**config.mk**
```make
export PLATFORM = sky130hd
export DESIGN_NAME = rx_ring_command_line_buffer_top
export DESIGN_NICKNAME = d
export VERILOG_FILES = /design/src/sv/rxclb_pkg.sv /design/src/sv/rxclb_ctrl.sv /design/src/sv/rxclb_dp.sv /design/src/sv/rx_ring_command_line_buffer_top.sv
export SDC_FILE = /design/constraint.sdc
export NUM_CORES = 1
export LEC_CHECK = 0
export BUFFER_PORTS_ARGS = -buffer_cell sky130_fd_sc_hd__clkbuf_2
export CAP_MARGIN = 20
export CORE_MARGIN = 2
export CORE_UTILIZATION = 40
export CTS_CLUSTER_DIAMETER = 120
export DETAILED_ROUTE_END_ITERATION = 10
export GPL_ROUTABILITY_DRIVEN = 0
export GPL_TIMING_DRIVEN = 0
export PLACE_DENSITY = 0.61
export SLEW_MARGIN = 0
export SYNTH_ARGS = -nofsm -noshare
export SYNTH_HDL_FRONTEND = slang
export SYNTH_SLANG_ARGS = --single-unit
```
**constraint.sdc**
```tcl
create_clock -name clk -period 7.72 [get_ports clk]
set_clock_uncertainty 0.2 [all_clocks]
set_input_delay 1.544 -clock clk [delete_from_list [all_inputs] [get_ports clk]]
set_output_delay 1.544 -clock clk [all_outputs]
set_load 0.01 [all_outputs]
```
**src/sv/rxclb_pkg.sv**
```systemverilog
`default_nettype none
package rxclb_pkg;

  localparam int RING_DEPTH = 64;
  localparam int LINE_DEPTH = 32;

  localparam logic [7:0] CH_CR = 8'h0D;
  localparam logic [7:0] CH_LF = 8'h0A;

  // request kinds on the slave side (tuser)
  localparam logic OP_RECV = 1'b0;
  localparam logic OP_READ = 1'b1;

  // controller -> datapath
  typedef struct packed {
    logic latch_in;    // capture the receive byte
    logic recv_commit; // push latched byte into the ring, load stored flag
    logic ring_read;   // read ring at read pointer, advance pointer
    logic line_write;  // append ring byte to the line (if room)
    logic line_read;   // read line entry at emit index
    logic idx_step;    // advance emit index
    logic line_clear;  // drop the assembled line
    logic load_nocmd;  // load "no command" result
    logic load_empty;  // load empty-command result
    logic load_byte;   // load one command byte
  } cmd_t;

  // datapath -> controller
  typedef struct packed {
    logic in_op;
    logic ring_empty;
    logic is_eol;
    logic line_nonempty;
    logic cmd_len_zero;
    logic emit_last;
    logic out_free;
  } status_t;

endpackage
`default_nettype wire

```
**src/sv/rxclb_ctrl.sv**
```systemverilog
`default_nettype none
module rxclb_ctrl (
  input  wire               clk,
  input  wire               rst,
  input  wire               s_valid,
  output logic              s_ready,
  input  rxclb_pkg::status_t st,
  output rxclb_pkg::cmd_t   cmd
);

  typedef enum logic [6:0] {
    S_IDLE      = 7'b0000001,
    S_RECV      = 7'b0000010,
    S_DRAIN_RD  = 7'b0000100,
    S_DRAIN_CHK = 7'b0001000,
    S_NOCMD     = 7'b0010000,
    S_EMIT_RD   = 7'b0100000,
    S_EMIT_OUT  = 7'b1000000
  } state_t;

  state_t state, state_next;

  always_ff @(posedge clk) begin
    if (rst) begin
      state <= S_IDLE;
    end else begin
      state <= state_next;
    end
  end

  always_comb begin
    state_next = state;
    cmd        = '0;
    s_ready    = 1'b0;
    case (state)
      S_IDLE: begin
        s_ready = 1'b1;
        if (s_valid) begin
          if (st.in_op == rxclb_pkg::OP_RECV) begin
            cmd.latch_in = 1'b1;
            state_next   = S_RECV;
          end else begin
            state_next = S_DRAIN_RD;
          end
        end
      end
      S_RECV: begin
        if (st.out_free) begin
          cmd.recv_commit = 1'b1;
          state_next      = S_IDLE;
        end
      end
      S_DRAIN_RD: begin
        if (st.ring_empty) begin
          state_next = S_NOCMD;
        end else begin
          cmd.ring_read = 1'b1;
          state_next    = S_DRAIN_CHK;
        end
      end
      S_DRAIN_CHK: begin
        if (st.is_eol) begin
          state_next = st.line_nonempty ? S_EMIT_RD : S_DRAIN_RD;
        end else begin
          cmd.line_write = 1'b1;
          state_next     = S_DRAIN_RD;
        end
      end
      S_NOCMD: begin
        if (st.out_free) begin
          cmd.load_nocmd = 1'b1;
          state_next     = S_IDLE;
        end
      end
      S_EMIT_RD: begin
        if (st.cmd_len_zero) begin
          if (st.out_free) begin
            cmd.load_empty = 1'b1;
            cmd.line_clear = 1'b1;
            state_next     = S_IDLE;
          end
        end else begin
          cmd.line_read = 1'b1;
          state_next    = S_EMIT_OUT;
        end
      end
      S_EMIT_OUT: begin
        if (st.out_free) begin
          cmd.load_byte = 1'b1;
          if (st.emit_last) begin
            cmd.line_clear = 1'b1;
            state_next     = S_IDLE;
          end else begin
            cmd.idx_step = 1'b1;
            state_next   = S_EMIT_RD;
          end
        end
      end
      default: begin
        state_next = S_IDLE;
      end
    endcase
  end

endmodule
`default_nettype wire

```
**src/sv/rxclb_dp.sv**
```systemverilog
`default_nettype none
module rxclb_dp #(
  parameter int RING_DEPTH = rxclb_pkg::RING_DEPTH,
  parameter int LINE_DEPTH = rxclb_pkg::LINE_DEPTH
) (
  input  wire                 clk,
  input  wire                 rst,
  input  wire                 s_op,
  input  wire  [7:0]          s_byte,
  output logic                m_valid,
  input  wire                 m_ready,
  output logic [1:0]          m_user,
  output logic [7:0]          m_data,
  output logic                m_last,
  input  rxclb_pkg::cmd_t     cmd,
  output rxclb_pkg::status_t  st
);

  localparam int RPW = $clog2(RING_DEPTH);
  localparam int LCW = $clog2(LINE_DEPTH);
  localparam logic [RPW-1:0] RING_LAST = RPW'(RING_DEPTH - 1);
  localparam logic [LCW-1:0] LINE_MAX  = LCW'(LINE_DEPTH - 1);

  logic [7:0]     ring [RING_DEPTH];
  logic [7:0]     line [LINE_DEPTH];
  logic [RPW-1:0] wp, rp, wp_inc, rp_inc;
  logic [LCW-1:0] line_count, idx, zpos, cmd_len;
  logic           zero_seen;
  logic [7:0]     rx_hold, ring_rdata, line_rdata;
  logic           ring_full;

  assign wp_inc    = (wp == RING_LAST) ? '0 : wp + 1'b1;
  assign rp_inc    = (rp == RING_LAST) ? '0 : rp + 1'b1;
  assign ring_full = (wp_inc == rp);
  assign cmd_len   = zero_seen ? zpos : line_count;

  assign st.in_op         = s_op;
  assign st.ring_empty    = (wp == rp);
  assign st.is_eol        = (ring_rdata == rxclb_pkg::CH_CR) ||
                            (ring_rdata == rxclb_pkg::CH_LF);
  assign st.line_nonempty = (line_count != '0);
  assign st.cmd_len_zero  = (cmd_len == '0);
  assign st.emit_last     = (idx == cmd_len - 1'b1);
  assign st.out_free      = !m_valid || m_ready;

  always_ff @(posedge clk) begin
    if (cmd.latch_in) begin
      rx_hold <= s_byte;
    end
    if (cmd.recv_commit && !ring_full) begin
      ring[wp] <= rx_hold;
    end
    if (cmd.ring_read) begin
      ring_rdata <= ring[rp];
    end
    if (cmd.line_write && line_count < LINE_MAX) begin
      line[line_count] <= ring_rdata;
    end
    if (cmd.line_read) begin
      line_rdata <= line[idx];
    end
  end

  // pointers, line bookkeeping
  always_ff @(posedge clk) begin
    if (rst) begin
      wp         <= '0;
      rp         <= '0;
      line_count <= '0;
      zero_seen  <= 1'b0;
      idx        <= '0;
    end else begin
      if (cmd.recv_commit && !ring_full) begin
        wp <= wp_inc;
      end
      if (cmd.ring_read) begin
        rp <= rp_inc;
      end
      if (cmd.line_write && line_count < LINE_MAX) begin
        line_count <= line_count + 1'b1;
        if (ring_rdata == 8'h00 && !zero_seen) begin
          zero_seen <= 1'b1;
        end
      end
      if (cmd.idx_step) begin
        idx <= idx + 1'b1;
      end
      if (cmd.line_clear) begin
        line_count <= '0;
        zero_seen  <= 1'b0;
        idx        <= '0;
      end
    end
  end

  // first zero byte position, recorded as the line is assembled
  always_ff @(posedge clk) begin
    if (cmd.line_write && line_count < LINE_MAX && ring_rdata == 8'h00 && !zero_seen) begin
      zpos <= line_count;
    end
  end

  // output register
  always_ff @(posedge clk) begin
    if (rst) begin
      m_valid <= 1'b0;
    end else if (cmd.recv_commit || cmd.load_nocmd || cmd.load_empty || cmd.load_byte) begin
      m_valid <= 1'b1;
    end else if (m_ready) begin
      m_valid <= 1'b0;
    end
  end

  always_ff @(posedge clk) begin
    if (cmd.recv_commit) begin
      m_user <= {1'b0, !ring_full};
      m_data <= 8'h00;
      m_last <= 1'b1;
    end else if (cmd.load_nocmd) begin
      m_user <= 2'b00;
      m_data <= 8'h00;
      m_last <= 1'b1;
    end else if (cmd.load_empty) begin
      m_user <= 2'b10;
      m_data <= 8'h00;
      m_last <= 1'b1;
    end else if (cmd.load_byte) begin
      m_user <= 2'b10;
      m_data <= line_rdata;
      m_last <= st.emit_last;
    end
  end

endmodule
`default_nettype wire

```
**src/sv/rx_ring_command_line_buffer_top.sv**
```systemverilog
`default_nettype none
// Receive ring FIFO with command line assembler.
// Slave channel: one request per tvalid/tready handshake. tuser is the op
// (0 receive the byte in tdata, 1 read a pending command).
// Master channel: result items from a single output register.
// A receive request gives one result: tuser[0] says whether the byte went
// into the ring (the ring keeps at most RING_DEPTH-1 bytes), tlast = 1.
// A read request drains the ring into the line store byte by byte
// (registered ring read, then the check), until CR/LF ends a non-empty line
// or the ring runs dry. With no completed line one result is given with
// tuser = 0. Otherwise the command goes out byte by byte (line store read,
// then output load, held while the output stalls), tuser[1] = 1, tlast on
// the final byte; it stops before the first zero byte and an empty command
// is one zero byte.
// One request is in work at a time; a new one is taken as soon as the
// previous has loaded its last result, even while that result still waits.
// Master stall simply holds the output register and the controller.
// Reset (rst, synchronous) empties the ring and the line; no clearing pass.
module rx_ring_command_line_buffer_top #(
  parameter int RING_DEPTH = rxclb_pkg::RING_DEPTH,
  parameter int LINE_DEPTH = rxclb_pkg::LINE_DEPTH
) (
  input  wire        clk,
  input  wire        rst,
  input  wire        s_axis_tvalid,
  output logic       s_axis_tready,
  input  wire  [7:0] s_axis_tdata,   // [7:0] rx_byte
  input  wire        s_axis_tuser,   // [0] op
  output logic       m_axis_tvalid,
  input  wire        m_axis_tready,
  output logic [7:0] m_axis_tdata,   // [7:0] command_byte
  output logic [1:0] m_axis_tuser,   // [0] stored, [1] command_valid
  output logic       m_axis_tlast    // last_byte
);

  rxclb_pkg::cmd_t    cmd;
  rxclb_pkg::status_t st;

  rxclb_ctrl u_ctrl (
    .clk     (clk),
    .rst     (rst),
    .s_valid (s_axis_tvalid),
    .s_ready (s_axis_tready),
    .st      (st),
    .cmd     (cmd)
  );

  rxclb_dp #(
    .RING_DEPTH (RING_DEPTH),
    .LINE_DEPTH (LINE_DEPTH)
  ) u_dp (
    .clk     (clk),
    .rst     (rst),
    .s_op    (s_axis_tuser),
    .s_byte  (s_axis_tdata),
    .m_valid (m_axis_tvalid),
    .m_ready (m_axis_tready),
    .m_user  (m_axis_tuser),
    .m_data  (m_axis_tdata),
    .m_last  (m_axis_tlast),
    .cmd     (cmd),
    .st      (st)
  );

endmodule
`default_nettype wire
```
==> flow_metrics.env, run 1 <==
export IMPL_synth_commonest_cells="798 x edfxtp_1, 235 x mux4_2, 128 x nor2_1"
export IMPL_seq_area_um2=24800
export IMPL_fmax_mhz=207
export IMPL_antenna_found_initial=1
export IMPL_yosysTopAreaCell="edfxtp_1"
export IMPL_setup_viol=0
export IMPL_status="finished, final reports clean"
export IMPL_drv_slew=0
export IMPL_cp_common_cell="buf_2"
export IMPL_core_area_um2=81800
export IMPL_fin_ws_ns=2.88
export IMPL_synth_compound_area_frac=0.0181
export IMPL_seq_area_frac_synth=0.751
export IMPL_syn_cell_area_um2=33000
export IMPL_synth_cells=1600
export IMPL_portBuffers=25
export IMPL_clkTransAtPathRegs_ns=0.06
export IMPL_ys_async_sr_fraction=0
export IMPL_synth_distinct_cells=59
export IMPL_synth_most_common_cell="edfxtp_1"
export IMPL_crit_chain="buf_2 -> buf_2 -> buf_2 -> buf_4 -> a22oi_1 -> o2111ai_1 -> buf_2 -> nand4b_1 -> nor2_1"
export IMPL_finalPower_uw=9210
export IMPL_top_usage_layer="met2"
export IMPL_p_sw_frac=0.200
export IMPL_n_fill_cell=6762
export IMPL_clock_power_share=0.436
export IMPL_grt_pass1_vias=16267
export IMPL_hp_class="flip-flop to flip-flop"
export IMPL_clkSinkCount=839
export IMPL_netlist_top_cells_area="edfxtp_1 73%, mux4_2 16%, dfxtp_1 2.5%, nor2_1 1.5%, clkbuf_1 0.66%"
export IMPL_vias=16151
export IMPL_critPathCaptureType="flip-flop"
export IMPL_start_kind="flip-flop"
export IMPL_synthToLayoutAreaGrowth_pct=14.6
export IMPL_pin_count=26
export IMPL_drc=0
export IMPL_cts_tree="built"
export IMPL_cp_top_family="buffers and inverters"
export IMPL_rsz0062_at_grt="no"
export IMPL_grt_pass1_wl_um=109000
export IMPL_synth_edf_count=798
export IMPL_yosys_area_share_simple=0.0416
export IMPL_wl_per_cell_um=25.5
export IMPL_wl_um=73100
export IMPL_overflow=0
export IMPL_synth_ff_type="edfxtp_1"
export IMPL_leakage_uw=0.0114
export IMPL_powerDensity_nw_per_um2=243
export IMPL_ant_nets=0
export IMPL_grt_util_met2=0.271
export IMPL_post_cts_setup_buffers=0
export IMPL_synth_xor_area_share=0.00743
export IMPL_die_x_um=291
export IMPL_synthMuxAreaShare=0.167
export IMPL_synthAdderAreaFrac=0.00303
export IMPL_maxCapViolCount=0
export IMPL_power_switching_uw=1840
export IMPL_cts_hold_buf=0
export IMPL_dieArea_um2=84900
export IMPL_drive_gt1_frac=0.252
export IMPL_synth_top_area_frac=0.726
export IMPL_ctsResizeCount=0
export IMPL_irDropWorstVdd_v=0.000159
export IMPL_slowest_stage="nor2_1"
export IMPL_clock_path_buffers=3
export IMPL_use_met3=0.0293
export IMPL_critPathRequiredTime_ns=7.78
export IMPL_combPwrFrac=0.022
export IMPL_use_met1=0.256
export IMPL_critPathMaxStageDelay_ns=0.96
export IMPL_syn_area_per_cell_um2=20.6
export IMPL_grt_max_degree=36
export IMPL_synth_nets=1621
export IMPL_period_share=0.627
export IMPL_multi_input_area_um2=7830
export IMPL_hold_viol=0
export IMPL_seqPwrFrac=0.542
export IMPL_chipHeight_um=291
export IMPL_start_util=0.403
export IMPL_yosys_warnings=0
export IMPL_nNetsFinal=1759
export IMPL_place_ws_ns=2.67
export IMPL_synth_seq_cells=839
export IMPL_grtUsageTotal=0.174
export IMPL_crit_buf_inv=5
export IMPL_worst_pin_slew_ns=1.09
export IMPL_worstSkewPairLatency_ns=0.63
export IMPL_cts_buffers=83
export IMPL_cp_arrival_ns=4.91
export IMPL_relSlewSlack=0.276
export IMPL_insertedDiodeCount=0
export IMPL_synth_top_family_by_area="multiplexers"
export IMPL_root_buffer="clkbuf_16"
export IMPL_drtPass1Iterations=6
export IMPL_critPathKind="flip-flop to flip-flop"
export IMPL_hpwl_um=49400
export IMPL_p_int_uw=7370
export IMPL_cp_max_fo=10
export IMPL_fin_util=0.462
export IMPL_rows=105
export IMPL_period_needed_ns=4.84
export IMPL_via_per_inst=5.62
export IMPL_fin_tns_setup_ns=0
export IMPL_htreeDepth=3
export IMPL_drt_iter0_drc=1664
[cells in the final DEF (no fill, tap or decap), drive strengths merged, types with 9 or more instances in the layout]
master and n:
mux2i 11, nand3 11, o21ai 13, a21oi 28
xor2 15, nand4 9, xnor2 13, mux2 9
inv 12, edfxtp 798, nor2b 12, buf 63
nor3 18, nor2 128, dfxtp 41, nand2 43
clkinv 29, clkbuf 188, mux4 235
[worst min-delay path, cell delays in order, from the launching register on]
cell and delay, ns:
dfxtp_1 0.31, nand2_1 0.05, a21oi_1 0.05
[path summary, 6_finish.rpt]
check	depth (start not counted)	startpoint	end	slack, ns
worst max register to register	9	u_dp.rp[0]	u_dp.ring[52][2]	2.88
worst min register to register	2	u_dp.m_data[1]	u_dp.m_data[1]	0.25
worst max-delay path	9	u_dp.rp[0]	u_dp.ring[52][2]	2.88
worst min-delay path	2	u_dp.m_data[1]	u_dp.m_data[1]	0.25
[per-layer routing]
layer,vias up,part of all wire
met5,-,0
met4,0,0.019
met3,81,0.070
met2,577,0.47
met1,8605,0.44
li1,6888,-
[sequential cells by signal, indices dropped and copies added (netlist names), 6 cells and up]
register         cells
u_dp.ring          512
u_dp.ring_rdata      8
u_dp.m_data          8
u_dp.line_rdata      8
u_dp.wp              6
u_dp.line          256
u_dp.rp              6
u_dp.rx_hold         8
u_ctrl.state         7
[area by class of cell]
| cell class | count | area share |
|---|---|---|
| Inverter | 7 | 0.000694 |
| Multi-Input combinational cell | 660 | 0.207 |
| Tap cell | 1070 | 0.0354 |
| Clock inverter | 46 | 0.0127 |
| Timing Repair Buffer | 53 | 0.0203 |
| Sequential cell | 839 | 0.655 |
| Clock buffer | 104 | 0.0592 |
| Buffer | 94 | 0.0102 |
[power by group through the flow]
stage	clock [uW]	combinational, uW	sequential, uW
6_report	4020	203	4990
5_1_grt	4260	219	4990
4_1_cts	4090	203	4990
3_5_place_dp	0	203	5090
3_3_place_gp	0	137	5120
2_1_floorplan	0	89.7	5100
[cells by family (layout without fill, tap and decap cells)]
group	Yosys count	in the layout
fa+ha+maj	8	8
mux	255	255
buf+inv	101	304
simple gates	280	280
flops	839	839
compound gates	89	89
xor+xnor	28	28
[per-stage QoR]
stage | hold slack (ns) | cell area (um2) | instances
5_1_grt | 0.281 | 37900 | 2873
6_report | 0.254 | 37900 | 2873
4_1_cts | 0.258 | 37700 | 2866
3_3_place_gp | 0.251 | 34500 | 2695
3_5_place_dp | 0.249 | 35000 | 2716
2_1_floorplan | 0.228 | 33000 | 1600
(Power assumes the default switching activity.)
==> inputs of run 2 (changes only) <==
--- a/config.mk
+++ b/config.mk
@@ -5,6 +5,7 @@
 export SDC_FILE = /design/constraint.sdc
 export NUM_CORES = 1
 export LEC_CHECK = 0
+export ABC_AREA = 1
 export BUFFER_PORTS_ARGS = -buffer_cell sky130_fd_sc_hd__clkbuf_2
 export CAP_MARGIN = 20
 export CORE_MARGIN = 2
@@ -13,7 +14,7 @@
 export DETAILED_ROUTE_END_ITERATION = 10
 export GPL_ROUTABILITY_DRIVEN = 0
 export GPL_TIMING_DRIVEN = 0
-export PLACE_DENSITY = 0.61
+export PLACE_DENSITY = 0.63
 export SLEW_MARGIN = 0
 export SYNTH_ARGS = -nofsm -noshare
 export SYNTH_HDL_FRONTEND = slang
==> constraint.sdc (replaced) <==
create_clock -name clk -period 4.3 [get_ports clk]
set_clock_uncertainty 0.2 [all_clocks]
set_input_delay 0.86 -clock clk [delete_from_list [all_inputs] [get_ports clk]]
set_output_delay 0.86 -clock clk [all_outputs]
set_load 0.01 [all_outputs]
==> run 2 against run 1 <==
- synthesized area increased by 2.9%
- combinational power rose by 66%
- die area is 2.9% higher
- sequential power is 79% higher
- sequential share of layout area fell by 1.9 points
- cell count increased by 44%
- worst setup slack got worse by 2.0 ns
- synthesized cell count up 74%
- via count increased by 45%
- utilization increased by 0.27 points
- first-iteration DRC count rose by 100%
- largest cell class unchanged
==> flow_metrics.env, run 2 <==
export IMPL_ys_async_sr_fraction=0
export IMPL_root_buffer="clkbuf_16"
export IMPL_ctsResizeCount=0
export IMPL_wl_met3_um=9620
export IMPL_critPathKind="flip-flop to flip-flop"
export IMPL_postPlaceCellArea_um2=36200
export IMPL_period_needed_ns=3.41
export IMPL_post_cts_setup_buffers=0
export IMPL_chipHeight_um=295
export IMPL_slowest_stage="nor2_1"
export IMPL_maxCapViolCount=0
export IMPL_setup_viol=0
export IMPL_seq_area_frac_synth=0.729
export IMPL_fin_area_um2=39000
export IMPL_synth_nets=2806
export IMPL_worstSkewPairLatency_ns=0.65
export IMPL_syn_cell_area_um2=34000
export IMPL_synth_most_common_cell="edfxtp_1"
export IMPL_clock_path_buffers=3
export IMPL_netlist_top_cells_area="edfxtp_1 71%, nor2_1 6.5%, o21ai_0 6.0%, nand2_1 2.7%, dfxtp_1 2.4%"
export IMPL_cts_tree="built"
export IMPL_clkTransAtPathRegs_ns=0.07
export IMPL_synth_top_area_frac=0.705
export IMPL_hp_class="input port to flip-flop"
export IMPL_largest_register="u_dp.ring"
export IMPL_synth_edf_count=798
export IMPL_wl_met1_um=39800
export IMPL_drv_slew=0
export IMPL_crit_chain="buf_16 -> inv_1 -> nand3_1 -> o21ai_0 -> nand3_1 -> nand2_1 -> inv_2 -> nand2_1 -> nor2_1"
export IMPL_status="finished, final reports clean"
export IMPL_irDropWorstVdd_v=0.000320
export IMPL_portBuffers=24
export IMPL_rsz0062_at_grt="no"
export IMPL_wl_per_cell_um=24.6
export IMPL_final_cells=4126
export IMPL_top_layer="met5"
export IMPL_grt_pass1_wl_um=147000
export IMPL_drt_iter0_drc=3347
export IMPL_wl_um=102000
export IMPL_clkSinkCount=839
export IMPL_dp_cells=3970
export IMPL_grt_max_degree=34
export IMPL_synthToLayoutAreaGrowth_pct=14.8
export IMPL_syn_area_per_cell_um2=12.2
export IMPL_synth_commonest_cells="798 x edfxtp_1, 591 x nor2_1, 407 x o21ai_0"
export IMPL_grt_pass1_vias=21979
export IMPL_antenna_found_initial=3
export IMPL_period_share=0.794
export IMPL_hpwl_um=67900
export IMPL_yosysTopAreaCell="edfxtp_1"
export IMPL_core_area_um2=83800
export IMPL_ant_nets=0
export IMPL_nNetsFinal=2946
export IMPL_reg2reg_from="u_dp.ring_rdata[1]"
export IMPL_yosys_warnings=0
export IMPL_synth_distinct_cells=37
export IMPL_powerDensity_nw_per_um2=426
export IMPL_critPathRequiredTime_ns=4.36
export IMPL_synth_seq_cells=839
export IMPL_pin_count=26
export IMPL_cts_hold_buf=0
export IMPL_cts_buffers=83
export IMPL_final_cell_mix="798 x edfxtp_1, 591 x nor2_1, 407 x o21ai_0"
export IMPL_crit_buf_inv=3
export IMPL_cp_arrival_ns=3.47
export IMPL_start_util=0.405
export IMPL_synth_cells=2785
export IMPL_fin_tns_setup_ns=0
export IMPL_grtUsageTotal=0.231
export IMPL_largest_reg_flops=512
export IMPL_leakage_uw=0.0128
export IMPL_worst_hold_slack_ns=0.189
export IMPL_reg_top3="u_dp.ring (512), u_dp.line (256)"
export IMPL_overflow=0
export IMPL_dieArea_um2=87300
export IMPL_die_x_um=295
export IMPL_via_per_inst=5.68
export IMPL_final_common_cell="edfxtp_1"
export IMPL_vias=23435
export IMPL_route_met2_wl_um=46800
export IMPL_cp_max_fo=22
export IMPL_drive_gt1_frac=0.0876
export IMPL_htreeDepth=3
export IMPL_critPathCaptureType="flip-flop"
export IMPL_relSlewSlack=0.198
export IMPL_hold_path_startpoint="s_axis_tdata[6]"
export IMPL_drtPass1Iterations=8
export IMPL_n_fill_cell=7495
export IMPL_cp_top_family="simple AND/OR/NAND/NOR gates"
export IMPL_fin_util=0.465
export IMPL_start_kind="flip-flop"
export IMPL_startpoint="u_dp.ring_rdata[1]"
export IMPL_hold_viol=0
export IMPL_fmax_mhz=293
export IMPL_synth_ff_type="edfxtp_1"
export IMPL_critPathMaxStageDelay_ns=0.81
export IMPL_rows=106
export IMPL_worst_pin_slew_ns=1.20
export IMPL_drc=0
## run 2: cell types whose count changed after synthesis, moves of 61 or more
cell,delta
o211ai_1,+64
nor2_1,+463
o21ai_0,+394
o22ai_1,+104
nand2_1,+199
nand3_1,+108
mux4_2,-235
inv_1,+61
## run 2: power breakdown
| group | switching, uW | internal [uW] |
|---|---|---|
| clock network | 3120 | 4220 |
| registers | 33.5 | 8920 |
| logic | 232 | 103 |
| total | 3380 | 13200 |
## run 2: path summary, 6_finish.rpt
check,cells past startpoint,to,slack (ns)
max,9,u_dp.line[13][3],0.89
min,1,u_dp.rx_hold[6],0.19
max reg2reg,9,u_dp.line[13][3],0.89
min reg2reg,0,u_dp.zpos[3],0.23
## run 2: kinds of logic after synthesis
| group | count (synthesis) | share of synthesized area |
|---|---|---|
| buffers and inverters | 256 | 0.0310 |
| AOI/OAI and AO/OA | 658 | 0.109 |
| and+or+nand+nor | 1014 | 0.125 |
| adders and majority gates | 8 | 0.00295 |
| xor gates and xnor gates | 10 | 0.00258 |
| DFF | 839 | 0.729 |
## run 2: worst reg2reg max path, cell delays in order, from the launching register on
cell and delay (ns):
edfxtp_1 0.73, buf_16 0.24, inv_1 0.08, nand3_1 0.06, o21ai_0 0.08, nand3_1 0.10
nand2_1 0.16, inv_2 0.17, nand2_1 0.39, nor2_1 0.82
## run 2: metal layers
| layer | vias to the layer above | GRT usage |
|---|---|---|
| met2 | 1347 | 0.370 |
| met5 | - | 0 |
| met4 | 6 | 0.109 |
| met1 | 11349 | 0.303 |
| met3 | 289 | 0.0468 |
| li1 | 10444 | - |
## run 2: cell type report
type | count | area (um2) | area share
inverter | 84 | 315 | 0.00809
antenna | 1 | 2.50 | 0.0000642
tap | 1134 | 1420 | 0.0364
sequential | 839 | 24800 | 0.636
clock inverter | 37 | 392 | 0.0100
buffer | 172 | 739 | 0.0190
timing repair buffer | 55 | 873 | 0.0224
clock buffer | 114 | 2330 | 0.0597
multi-input combinational | 1690 | 8140 | 0.209
## run 2: per-stage QoR
stage | total power (uW) | worst slack (ns)
6_report | 16600 | 0.887
3_5_place_dp | 9460 | 0.612
2_1_floorplan | 9260 | 1.70
4_1_cts | 16600 | 0.658
3_3_place_gp | 9400 | 0.481
5_1_grt | 17000 | 0.756
